### src/rtl/linear_crossfade_splice_assert.svh
// Assertion macros for the linear crossfade splice.
// Included by modules that check their own control logic; needs clk_i and rst_ni in scope.
`ifndef LINEAR_CROSSFADE_SPLICE_ASSERT_SVH
`define LINEAR_CROSSFADE_SPLICE_ASSERT_SVH

// checked only outside reset
`define LCS_ASSERT(label, prop, msg) \
  label: assert property (@(posedge clk_i) disable iff (!rst_ni) prop) else $error(msg);

// checked on every edge, reset included
`define LCS_ASSERT_ALWAYS(label, prop, msg) \
  label: assert property (@(posedge clk_i) prop) else $error(msg);

`endif

### src/rtl/lcs_pkg.sv
// Package for the linear crossfade splice: widths, register indexes, state types.
// No dependencies; used by lcs_factor_mul and linear_crossfade_splice.
package lcs_pkg;

  localparam int SAMPLE_BITS_DEF = 24;
  localparam int INDEX_BITS_DEF  = 24;
  localparam int FACTOR_BITS_DEF = 16;
  localparam int FADE_BITS       = 16;
  localparam int CFG_IDX_BITS    = 2;

  typedef enum logic [CFG_IDX_BITS-1:0] {
    REG_START_POS,
    REG_WAVE_LEN,
    REG_SPLICE_LEN,
    REG_FADE_LEN
  } lcs_reg_e;

  typedef enum logic [1:0] {
    ST_IDLE,
    ST_SETUP,
    ST_CALC,
    ST_OUT
  } lcs_state_e;

  typedef enum logic [1:0] {
    PH_IDLE,
    PH_DIV,
    PH_MUL
  } lcs_phase_e;

  typedef struct packed {
    logic busy;
    logic done;
  } lcs_stat_t;

endpackage

### src/rtl/lcs_factor_mul.sv
// Bit-serial fade factor and blend product: restoring divide, then shift-add multiply.
// Depends on lcs_pkg.
module lcs_factor_mul #(
  parameter int SAMPLE_BITS = lcs_pkg::SAMPLE_BITS_DEF,
  parameter int FACTOR_BITS = lcs_pkg::FACTOR_BITS_DEF
) (
  input  logic                              clk_i,
  input  logic                              rst_ni,
  input  logic                              start_i,
  input  logic        [lcs_pkg::FADE_BITS-1:0] numer_i,
  input  logic        [lcs_pkg::FADE_BITS-1:0] denom_i,
  input  logic signed [SAMPLE_BITS:0]       diff_i,
  output lcs_pkg::lcs_stat_t                stat_o,
  output logic signed [SAMPLE_BITS:0]       prod_o
);

  localparam int CntW = $clog2(FACTOR_BITS);
  localparam int FB   = lcs_pkg::FADE_BITS;

  lcs_pkg::lcs_phase_e phase_q, phase_d;
  logic [CntW-1:0]        cnt_q, cnt_d;
  logic                   done_q, done_d;
  logic [FB-1:0]          rem_q, rem_d;
  logic [FACTOR_BITS-1:0] quo_q, quo_d;
  logic signed [SAMPLE_BITS+1:0] acc_q, acc_d;

  logic [FB:0]                   rem2;
  logic [FB:0]                   rem_sub;
  logic                          ge;
  logic signed [SAMPLE_BITS+1:0] addend;
  logic signed [SAMPLE_BITS+1:0] sum;

  assign rem2    = {rem_q, 1'b0};
  assign rem_sub = rem2 - {1'b0, denom_i};
  assign ge      = rem2 >= {1'b0, denom_i};
  assign addend  = quo_q[0] ? {diff_i[SAMPLE_BITS], diff_i} : '0;
  assign sum     = acc_q + addend;

  always_comb begin
    phase_d = phase_q;
    cnt_d   = cnt_q;
    done_d  = 1'b0;
    rem_d   = rem_q;
    quo_d   = quo_q;
    acc_d   = acc_q;
    unique case (phase_q)
      lcs_pkg::PH_IDLE: begin
        if (start_i) begin
          rem_d   = numer_i;
          cnt_d   = CntW'(FACTOR_BITS - 1);
          phase_d = lcs_pkg::PH_DIV;
        end
      end
      lcs_pkg::PH_DIV: begin
        rem_d = ge ? rem_sub[FB-1:0] : rem2[FB-1:0];
        quo_d = {quo_q[FACTOR_BITS-2:0], ge};
        cnt_d = cnt_q - 1'b1;
        if (cnt_q == '0) begin
          cnt_d   = CntW'(FACTOR_BITS - 1);
          acc_d   = '0;
          phase_d = lcs_pkg::PH_MUL;
        end
      end
      lcs_pkg::PH_MUL: begin
        // LSB first; each step halves, so the product ends pre-shifted by FACTOR_BITS
        acc_d = {sum[SAMPLE_BITS+1], sum[SAMPLE_BITS+1:1]};
        quo_d = {1'b0, quo_q[FACTOR_BITS-1:1]};
        cnt_d = cnt_q - 1'b1;
        if (cnt_q == '0) begin
          done_d  = 1'b1;
          phase_d = lcs_pkg::PH_IDLE;
        end
      end
      default: phase_d = lcs_pkg::PH_IDLE;
    endcase
  end

  always_ff @(posedge clk_i or negedge rst_ni) begin
    if (!rst_ni) begin
      phase_q <= lcs_pkg::PH_IDLE;
      cnt_q   <= '0;
      done_q  <= 1'b0;
    end else begin
      phase_q <= phase_d;
      cnt_q   <= cnt_d;
      done_q  <= done_d;
    end
  end

  always_ff @(posedge clk_i) begin
    rem_q <= rem_d;
    quo_q <= quo_d;
    acc_q <= acc_d;
  end

  assign stat_o.busy = phase_q != lcs_pkg::PH_IDLE;
  assign stat_o.done = done_q;
  assign prod_o      = acc_q[SAMPLE_BITS:0];

endmodule

### src/rtl/linear_crossfade_splice.sv
// Linear crossfade splice top level: config registers, position counter, control, output register.
// Depends on lcs_pkg, lcs_factor_mul and linear_crossfade_splice_assert.svh.
//
//   channel  | signals                                  | direction
//   ---------+------------------------------------------+----------
//   input    | in_valid_i / in_stall_o, old/new/last    | in
//   output   | out_valid_o / out_stall_i, sample/flags  | out
//   config   | cfg_we_i, cfg_index_i, cfg_wdata_i       | in
//
// One item at a time. A blended item passes setup, the bit-serial divider followed by the
// bit-serial multiplier, and the output state before it reaches the output register; the next
// transfer is taken once the item has moved on to the output register.
// Pass-through and plain replacement items go from setup straight to the output state.
// The output register frees the input side: a new transfer is taken while a result waits.
// Reset clears config, position counter and control state.
`include "linear_crossfade_splice_assert.svh"

module linear_crossfade_splice #(
  parameter int SAMPLE_BITS = lcs_pkg::SAMPLE_BITS_DEF,
  parameter int INDEX_BITS  = lcs_pkg::INDEX_BITS_DEF,
  parameter int FACTOR_BITS = lcs_pkg::FACTOR_BITS_DEF,
  localparam int CfgW = (INDEX_BITS > lcs_pkg::FADE_BITS) ? INDEX_BITS : lcs_pkg::FADE_BITS
) (
  input  logic                             clk_i,
  input  logic                             rst_ni,
  input  logic                             cfg_we_i,
  input  logic [lcs_pkg::CFG_IDX_BITS-1:0] cfg_index_i,
  input  logic [CfgW-1:0]                  cfg_wdata_i,
  input  logic                             in_valid_i,
  output logic                             in_stall_o,
  input  logic signed [SAMPLE_BITS-1:0]    old_sample_i,
  input  logic signed [SAMPLE_BITS-1:0]    new_sample_i,
  input  logic                             last_channel_i,
  output logic                             out_valid_o,
  input  logic                             out_stall_i,
  output logic signed [SAMPLE_BITS-1:0]    out_sample_o,
  output logic                             in_range_o,
  output logic                             splice_done_o
);

  localparam int FB = lcs_pkg::FADE_BITS;
  localparam int CW = CfgW + 1;

  lcs_pkg::lcs_state_e state_q, state_d;

  logic [INDEX_BITS-1:0] sp_q, wl_q, sl_q;
  logic [FB-1:0]         fl_q;
  logic [INDEX_BITS-1:0] pos_q;

  logic signed [SAMPLE_BITS-1:0] old_q, new_q, res_q, res_d;
  logic                          last_q;
  logic [INDEX_BITS-1:0]         idx_q;
  logic signed [SAMPLE_BITS:0]   diff_q;
  logic                          inr_q, inr_d, done_q, done_d;

  logic                          out_valid_q;
  logic signed [SAMPLE_BITS-1:0] out_sample_q;
  logic                          in_range_q, splice_done_q;

  logic in_xfer, out_load, start;
  logic [CW-1:0] iw, spw, wlw, lenw, nw, sp_i, sp_len, i_n;
  logic fade_in, fade_out, inr_c, done_c;
  logic [CW-1:0] numer_w;
  logic [FB-1:0] numer;
  logic signed [SAMPLE_BITS:0] prod;
  logic signed [SAMPLE_BITS:0] blend;
  lcs_pkg::lcs_stat_t stat;

  assign in_xfer    = in_valid_i && !in_stall_o;
  assign in_stall_o = state_q != lcs_pkg::ST_IDLE;
  assign out_load   = (state_q == lcs_pkg::ST_OUT) && (!out_valid_q || !out_stall_i);

  // config writes
  always_ff @(posedge clk_i or negedge rst_ni) begin
    if (!rst_ni) begin
      sp_q <= '0;
      wl_q <= '0;
      sl_q <= '0;
      fl_q <= '0;
    end else if (cfg_we_i) begin
      unique case (lcs_pkg::lcs_reg_e'(cfg_index_i))
        lcs_pkg::REG_START_POS:  sp_q <= cfg_wdata_i[INDEX_BITS-1:0];
        lcs_pkg::REG_WAVE_LEN:   wl_q <= cfg_wdata_i[INDEX_BITS-1:0];
        lcs_pkg::REG_SPLICE_LEN: sl_q <= cfg_wdata_i[INDEX_BITS-1:0];
        lcs_pkg::REG_FADE_LEN:   fl_q <= cfg_wdata_i[FB-1:0];
        default: ;
      endcase
    end
  end

  // position counter, saturating
  always_ff @(posedge clk_i or negedge rst_ni) begin
    if (!rst_ni) begin
      pos_q <= '0;
    end else if (in_xfer && last_channel_i && (pos_q != '1)) begin
      pos_q <= pos_q + 1'b1;
    end
  end

  // range and fade decisions, evaluated in setup
  assign iw     = CW'(idx_q);
  assign spw    = CW'(sp_q);
  assign wlw    = CW'(wl_q);
  assign lenw   = CW'(sl_q);
  assign nw     = CW'(fl_q);
  assign sp_i   = spw + iw;
  assign sp_len = spw + lenw;
  assign i_n    = iw + nw;

  assign inr_c    = (iw < lenw) && (sp_i < wlw);
  assign fade_in  = (fl_q != '0) && (iw < nw) && (sp_q != '0);
  assign fade_out = !fade_in && (fl_q != '0) && (i_n >= lenw) && (sp_len < wlw);
  assign done_c   = last_q && inr_c && ((iw + 1'b1 == lenw) || (sp_i + 1'b1 == wlw));
  assign numer_w  = fade_in ? iw : (lenw - iw - 1'b1);
  assign numer    = numer_w[FB-1:0];
  assign start    = (state_q == lcs_pkg::ST_SETUP) && inr_c && (fade_in || fade_out);
  assign blend    = {old_q[SAMPLE_BITS-1], old_q} + prod;

  lcs_factor_mul #(
    .SAMPLE_BITS(SAMPLE_BITS),
    .FACTOR_BITS(FACTOR_BITS)
  ) u_factor_mul (
    .clk_i   (clk_i),
    .rst_ni  (rst_ni),
    .start_i (start),
    .numer_i (numer),
    .denom_i (fl_q),
    .diff_i  (diff_q),
    .stat_o  (stat),
    .prod_o  (prod)
  );

  always_comb begin
    state_d = state_q;
    res_d   = res_q;
    inr_d   = inr_q;
    done_d  = done_q;
    unique case (state_q)
      lcs_pkg::ST_IDLE: begin
        if (in_xfer) state_d = lcs_pkg::ST_SETUP;
      end
      lcs_pkg::ST_SETUP: begin
        inr_d  = inr_c;
        done_d = done_c;
        res_d  = inr_c ? new_q : old_q;
        state_d = start ? lcs_pkg::ST_CALC : lcs_pkg::ST_OUT;
      end
      lcs_pkg::ST_CALC: begin
        if (stat.done) begin
          res_d   = blend[SAMPLE_BITS-1:0];
          state_d = lcs_pkg::ST_OUT;
        end
      end
      lcs_pkg::ST_OUT: begin
        if (out_load) state_d = lcs_pkg::ST_IDLE;
      end
      default: state_d = lcs_pkg::ST_IDLE;
    endcase
  end

  always_ff @(posedge clk_i or negedge rst_ni) begin
    if (!rst_ni) begin
      state_q     <= lcs_pkg::ST_IDLE;
      out_valid_q <= 1'b0;
    end else begin
      state_q <= state_d;
      if (out_load) begin
        out_valid_q <= 1'b1;
      end else if (!out_stall_i) begin
        out_valid_q <= 1'b0;
      end
    end
  end

  always_ff @(posedge clk_i) begin
    if (in_xfer) begin
      old_q  <= old_sample_i;
      new_q  <= new_sample_i;
      last_q <= last_channel_i;
      idx_q  <= pos_q;
    end
    if (state_q == lcs_pkg::ST_SETUP) begin
      diff_q <= {new_q[SAMPLE_BITS-1], new_q} - {old_q[SAMPLE_BITS-1], old_q};
    end
    res_q  <= res_d;
    inr_q  <= inr_d;
    done_q <= done_d;
    if (out_load) begin
      out_sample_q  <= res_q;
      in_range_q    <= inr_q;
      splice_done_q <= done_q;
    end
  end

  assign out_valid_o   = out_valid_q;
  assign out_sample_o  = out_sample_q;
  assign in_range_o    = in_range_q;
  assign splice_done_o = splice_done_q;

  `LCS_ASSERT(a_done_in_range, out_valid_o |-> (!splice_done_o || in_range_o), "splice_done outside range")
  `LCS_ASSERT(a_one_item, in_xfer |=> in_stall_o, "second transfer while item in flight")
  `LCS_ASSERT(a_serial_in_calc, (stat.busy || stat.done) |-> (state_q == lcs_pkg::ST_CALC), "serial unit active outside calc")
  `LCS_ASSERT(a_pos_step, (pos_q != $past(pos_q)) |-> (pos_q == $past(pos_q) + 1'b1), "position counter jumped")
  `LCS_ASSERT_ALWAYS(a_stall_busy, (state_q != lcs_pkg::ST_IDLE) |-> in_stall_o, "input open while busy")

endmodule
### config.mk
export PLATFORM = sky130hd
export DESIGN_NAME = linear_crossfade_splice
export DESIGN_NICKNAME = d
export VERILOG_FILES = /design/src/rtl/lcs_pkg.sv /design/src/rtl/lcs_factor_mul.sv /design/src/rtl/linear_crossfade_splice.sv
export VERILOG_INCLUDE_DIRS = /design/src /design/src/rtl
export SDC_FILE = /design/constraint.sdc
export NUM_CORES = 1
export LEC_CHECK = 0
export BUFFER_PORTS_ARGS = -buffer_cell sky130_fd_sc_hd__buf_4
export CELL_PAD_IN_SITES_DETAIL_PLACEMENT = 0
export CELL_PAD_IN_SITES_GLOBAL_PLACEMENT = 1
export CORE_MARGIN = 10
export CORE_UTILIZATION = 25
export DETAILED_ROUTE_END_ITERATION = 8
export PLACE_DENSITY_LB_ADDON = 0.3
export SLEW_MARGIN = 30
export SYNTH_ARGS = -nofsm -noshare
export SYNTH_HDL_FRONTEND = slang
export SYNTH_SLANG_ARGS = --single-unit
### constraint.sdc
create_clock -name clk_i -period 8.33 [get_ports clk_i]
set_clock_uncertainty 0.05 [all_clocks]
set_input_delay 0 -clock clk_i [delete_from_list [all_inputs] [get_ports clk_i]]
set_output_delay 0 -clock clk_i [all_outputs]
set_load 0.01 [all_outputs]
# Word level (Yosys, flattened, before mapping)
# Cells that the tools add are included.
[totals] ff_bits=330 in_bits=80 output_inout_bits=28 elab_cells=130
[op_classes] n_addsub=13 magnitude_cmp=6 eq_ne=18 mux=27 n_reduce_logical=42
[op_table] operator="$pmux 16 s2" n=2
[op_table] operator="$mux 26" n=2
[op_table] operator="$pmux 26 s2" n=1
[op_table] operator="$add 24x24->25" n=2
[op_table] operator="$eq 25x24->1" n=2
[op_table] operator="$lt 25x24->1" n=2
[op_table] operator="$mux 16" n=3
[op_table] operator="$mux 24" n=2
[op_table] operator="$pmux 24 s2" n=1
[op_table] operator="$sub 16x16->16" n=2
[op_table] operator="$add 26x26->26" n=1
[op_table] operator="$add 24x1->25 const B" n=1
[op_table] operator="$add 24x16->25" n=1
[op_table] operator="$add 25x1->25 const B" n=1
[op_table] operator="$ge 25x24->1" n=1
[op_table] operator="$sub 24x24->25" n=1
[op_table] operator="$add 24x1->24 const B" n=1
[op_table] operator="$add 24x24->24" n=1
[op_table] operator="$lt 24x16->1" n=1
[op_table] operator="$lt 24x24->1" n=1
[op_table] operator="$ne 24x24->1 const B" n=1
[op_table] operator="$reduce_bool 24->1" n=1
[op_table] operator="$ge 17x16->1" n=1
[op_table] operator="$reduce_and 2->1" n=8
[op_table] operator="other kinds (21)" n=66

# Logic depth before layout (Yosys ltp)
[logic_depth] depth_word=11 depth_mapped=28 depth_no_buf=28

# Hierarchy
# Synthesis repeated with hierarchy kept, for this count alone.
[unflattened] cells_unflattened=2534 area_unflattened_um2=25039.0
[modules_own_cells] module="linear_crossfade_splice" instances=1 cells_per_inst=1970 area_each_um2=19849.0 seq_area_each_um2=7382.1
[modules_own_cells] module="lcs_factor_mul" instances=1 cells_per_inst=564 area_each_um2=5190.0 seq_area_each_um2=1886.8

# Least setup slack after synthesis
# No wires, ideal clock.
[synth_path] kind="reg2reg" startpoint="register fl_q[0]" endpoint="register u_factor_mul.rem_q[0] (enable)" t_arrival_ns=4.731 required_time_ns=7.966 path_slack_ns=3.235 path_stages_with_launch=24 path_buffers=0 synth_period_minus_slack_ns=5.095 cell_sequence="dfrtp_1 -> ha_1 -> inv_1 -> fa_1 -> o21ba_2 -> o21ai_0 -> a21oi_1 -> o21ai_0 -> a31oi_1 -> o211ai_1 -> nand3_1 -> xnor2_1 -> ha_1 -> a21o_1 -> a21o_1 -> a21oi_1 -> nor2b_1 -> o21ai_0 -> a21boi_0 -> a311o_1 -> o2111ai_1 -> o21ai_0 -> and3_1 -> a21o_1"
[synth_via] elab_chain_cells=11
[synth_lines] item="start: declaration" line_no="linear_crossfade_splice.sv:47" source="logic [FB-1:0] fl_q;"
[synth_lines] item="start signal: assignment" line_no="linear_crossfade_splice.sv:85" source="lcs_pkg::REG_FADE_LEN: fl_q <= cfg_wdata_i[FB-1:0];"
[synth_lines] item="branches (longest 7 deep; another with $add 24x16->25)"
[synth_lines] item="$logic_or 1x1->1 *" line_no="linear_crossfade_splice.sv:116" source="assign start = (state_q == lcs_pkg::ST_SETUP) && inr_c && (fade_in || fade_out);"
[synth_lines] item="$logic_and 1x1->1 *" line_no="linear_crossfade_splice.sv:116"
[synth_lines] item="$ne 2x2->1 (no line) *"
[synth_lines] item="$reduce_and 2->1 (no line) *"
[synth_lines] item="end signal: assignment" line_no="lcs_factor_mul.sv:91" source="rem_q <= rem_d;"
[synth_lines] item="end: declaration" line_no="lcs_factor_mul.sv:23" source="logic [FB-1:0] rem_q, rem_d;"
# Mark *: on every way between the ends.
# A chain may end at the register's enable or synchronous reset.

# Worst setup path after layout
[layout_path] startpoint="register idx_q[2]" endpoint="register done_q, data pin"
[layout_via] elab_chain_cells=5
[layout_lines] item="start: declaration" line_no="linear_crossfade_splice.sv:52" source="logic [INDEX_BITS-1:0] idx_q;"
[layout_lines] item="start signal: assignment" line_no="linear_crossfade_splice.sv:180" source="idx_q <= pos_q;"
[layout_lines] item="$add 24x24->25" line_no="linear_crossfade_splice.sv:106" source="assign sp_i = spw + iw;"
[layout_lines] item="$add 25x1->25 / $lt 25x24->1 (equally long branches)" line_no="linear_crossfade_splice.sv:113, linear_crossfade_splice.sv:110"
[layout_lines] item="$eq 25x24->1 / $logic_and 1x1->1 (equally long branches)" line_no="linear_crossfade_splice.sv:113, linear_crossfade_splice.sv:110"
[layout_lines] item="$logic_or 1x1->1 / $logic_and 1x1->1 (equally long branches)" line_no="linear_crossfade_splice.sv:113" source="assign done_c = last_q && inr_c && ((iw + 1'b1 == lenw) || (sp_i + 1'b1 == wlw));"
[layout_lines] item="$logic_and 1x1->1 *" line_no="linear_crossfade_splice.sv:113"
[layout_lines] item="net done_c" line_no="linear_crossfade_splice.sv:62" source="logic fade_in, fade_out, inr_c, done_c;"
[layout_lines] item="end signal: assignment" line_no="linear_crossfade_splice.sv:187" source="done_q <= done_d;"
[layout_lines] item="end: declaration" line_no="linear_crossfade_splice.sv:54" source="logic inr_q, inr_d, done_q, done_d;"
# Mark *: on every way through the listed nets, which the timed path passes. The rest lies on a longest branch.

==> out/metrics.csv <==
stage;metric;value;unit
yosys;Mapped Avg Cell Area;10.00;um2
outcome;status;finished, final reports clean;
worst_setup_path;R2R Path End;done_q$_DFFE_PP_;
sta;unrepaired setup endpoints after global routing;no;
worst_setup_path;setup slack, reg-to-reg;980;ps
finish;final instance area;0.02912;mm2
grt;first-pass GRT wire length;114400;um
power;leakage;12.14;nW
yosys;syn_nets;2821;
worst_setup_path;worst-case reg-to-reg path depth;19;
grt;gr ovfl total;0;
power;pwr dens;334.4;mW/mm2
worst_setup_path;CP Launch Type;flip-flop;
route;vias per cell;4.755;
sta;endpoints failing setup;0;
worst_setup_path;Setup crit start;idx_q[2]$_DFFE_PP_;
clock_tree;cts bufs inserted;43;
route;via count;18840;
die;core area;0.09685;mm2
min_path;Hold Crit Class;in2async;
yosys;FF+latch count, synth;329;
grt;largest net degree at the start of global routing;84;
sta;final max-slew violation count;0;
sta;total negative slack;0;ps
die;Initial Util;25.23;%
route;drt total wl;73700;um
grt;Total GRT Usage;13.07;%
worst_setup_path;crit-path max FO;9;
worst_setup_path;crit path DAT;7540;ps
worst_setup_path;critical path required time;8520;ps
finish;layout net count;3030;
route;1st-iter DRT viols;1011;
die;die span in x;332.6;um
run;Max-cap violations;0;
placement;GP Congestion;0.8902;
worst_setup_path;Setup crit end kind;flip-flop;
yosys;Synth Flop Type;edfxtp_1;
placement;dpl hpwl;57670;um
grt;initial antenna violation count;0;
yosys;Post-synth EDFFs;207;
clock_tree;CTS tree;done;
placement;port bufs;107;
route;DRT Pass-1 Iters;5;
die;Ports;108;
finish;Syn-to-layout area delta;19.15;%
yosys;Synth async-reset ratio;37.08;%
worst_setup_path;critical path class;reg2reg;
finish;share of cells above drive strength 1;13.03;%
sta;Max Clock Freq;0.1361;GHz
sta;Tmin final;7347;ps
sta;hold slack;8.636;ps
die;row count;114;
clock_tree;Worst-path clk slew;60;ps
yosys;Cells after Synth;2443;
placement;placed cell area;0.02685;mm2
clock_tree;TritonCTS Sinks;329;
power;Max IR drop VDD;0.0001483;V
route;final antenna-violating net count;0;
sta;final period utilization;88.20;%
grt;vias in the first global route;19660;
placement;DP Worst Slack;1013;ps
clock_tree;H-tree lvl count;2;
yosys;warnings from Yosys;0;
sta;Tightest Pin Transition;1051;ps
clock_tree;Worst-Skew Late Latency;600;ps
route;DRC;0;
die;Die Y;332.6;um
die;die area;0.1107;mm2
clock_tree;CTS resizes;0;
yosys;post-synthesis cell type count;90;
worst_setup_path;Worst R2R Start;idx_q[2]$_DFFE_PP_;
sta;final hold violations;0;
yosys;sequential share of the synthesized area;37.93;%
yosys;Post-Syn Area;0.02444;mm2
finish;ANT cells;0;
clock_tree;CTS max path bufs;3;
route;drt wl/cell;18.60;um
sta;Slew headroom;29.35;%
clock_tree;Root Buffer;clkbuf_16;
sta;setup ws final;982.6;ps
## worst max path at each step
stage / endpoint / slack (ps)
after CTS: done_q$_DFFE_PP_ / 970
after global routing: done_q$_DFFE_PP_ / 520
final: done_q$_DFFE_PP_ / 980
after floorplan: u_factor_mul.rem_q[0]$_DFFE_PP_ / 3240
after detailed placement: done_q$_DFFE_PP_ / 1010
after global placement: done_q$_DFFE_PP_ / 1120
## layout make-up
class	count	area, um2
flip-flops and latches	329	9269
well taps	1276	1597
repair buffers	201	1710
fillers	9884	67730
multi-input cells	1887	14350
inverters	190	713.2
clock inverters	28	336.6
clock buffers	51	1137
## flip-flops by register name, summed over array words and instances (netlist names), 4 cells and up
register	cells
u_factor_mul.cnt_q	4
res_q	24
old_q	24
pos_q	24
sp_q	24
sl_q	24
new_q	24
diff_q	25
idx_q	24
wl_q	24
u_factor_mul.rem_q	16
fl_q	16
u_factor_mul.acc_q	25
out_sample_o	24
u_factor_mul.quo_q	16
## cells by family after synthesis
group	share of synthesized area, %
flip-flops	37.93
multiplexers	5.857
buffers and inverters	3.512
AND/OR/NAND/NOR	13.75
AO/OA/AOI/OAI	15.52
XOR/XNOR	7.921
adder cells (fa/ha/maj)	15.50
## per-layer routing
metal / vias up / global-route usage, % / wire length (um)
met5: - / 0 / 0
met4: 0 / 3.637 / 1709
met3: 92 / 1.739 / 2208
met2: 283 / 22.49 / 35000
met1: 9094 / 16.97 / 34790
li1: 9370 / - / -
## placed cells by master (no fill, tap or decap), types with 15 or more instances in the layout
cell           synthesis  final
inv_1                188    188
o21a_1                24     24
a21o_1                66     66
o21ai_0              125    123
a31oi_1               17     17
o21bai_1              19     19
ha_1                 290    289
or3_1                 15     15
a211oi_1              32     32
clkbuf_16              0     44
buf_4                  0    121
dlygate4sd3_1          0     79
o211ai_1              20     20
nand3_1               48     48
nand4_1               33     33
and2_1                38     37
nand2b_1              18     18
nor4_1                17     17
nand2_1              154    154
nor2b_1               39     39
xnor2_1              145    145
mux2i_1               26     26
a21oi_1              145    145
edfxtp_1             207    207
dfrtp_1              122    122
and3_1                22     22
xor2_1                59     59
nor3_1                53     53
nor2_1               175    174
mux2_2               104    104
## stage by stage
step           total power, W  cells  util [%]
2_1_floorplan        0.006330   2443         -
3_3_place_gp         0.007721   3804     27.73
3_5_place_dp         0.007780   3804     27.73
4_1_cts              0.009866   3962     30.06
5_1_grt               0.01057   3962     30.06
6_report             0.009738   3962     30.06
## synth_stat cells, drive strengths merged (21+ instances only)
| master | count | area, um2 |
|---|---|---|
| dfrtp | 122 | 3053 |
| nand4 | 35 | 231.5 |
| xnor2 | 149 | 1335 |
| and3 | 23 | 145.1 |
| a211oi | 33 | 252.7 |
| a21oi | 145 | 725.7 |
| mux2 | 104 | 1171 |
| inv | 190 | 713.2 |
| nand2 | 154 | 578.1 |
| nor2b | 39 | 244.0 |
| nor2 | 175 | 656.9 |
| and2 | 38 | 237.7 |
| clkbuf | 31 | 117.6 |
| mux2i | 26 | 260.3 |
| o211ai | 21 | 162.6 |
| a21o | 66 | 495.5 |
| nand3 | 48 | 240.2 |
| xor2 | 60 | 533.0 |
| nor3 | 55 | 291.5 |
| o21a | 24 | 180.2 |
| ha | 290 | 3628 |
| edfxtp | 207 | 6216 |
| o21ai | 128 | 640.6 |
## power by group
part           switching [W]  internal [W]  total [W]  leakage [nW]
sequential          0.000377       0.00239    0.00277          3.41
clock               0.000777       0.00119    0.00197         0.719
combinational        0.00288       0.00212    0.00500          8.01
## worst max-delay path, cell delays in order, from the launching register on
cell and delay, ps:
edfxtp_1 570, ha_1 420, o211ai_1 140, o211ai_2 240, nand4_2 220, nand3_1 220
a211oi_1 120, or2_1 250, o311ai_1 610, ha_1 390, a211oi_1 310, nor3b_1 290
o2111ai_1 170, o21ai_0 230, o211ai_1 260, nor3_1 640, o2111ai_1 290, a2111oi_2 420
o2111ai_1 220, o31ai_1 920
## what timing repair did
item / 4_1_cts / 5_1_grt
endpoints found under the hold margin: 256 / 0
hold buffers: 79 / 0
buffers inserted: 0 / 0
setup endpoints to repair: 0 / 0
No activity file was read; power rests on OpenSTA's default activity.
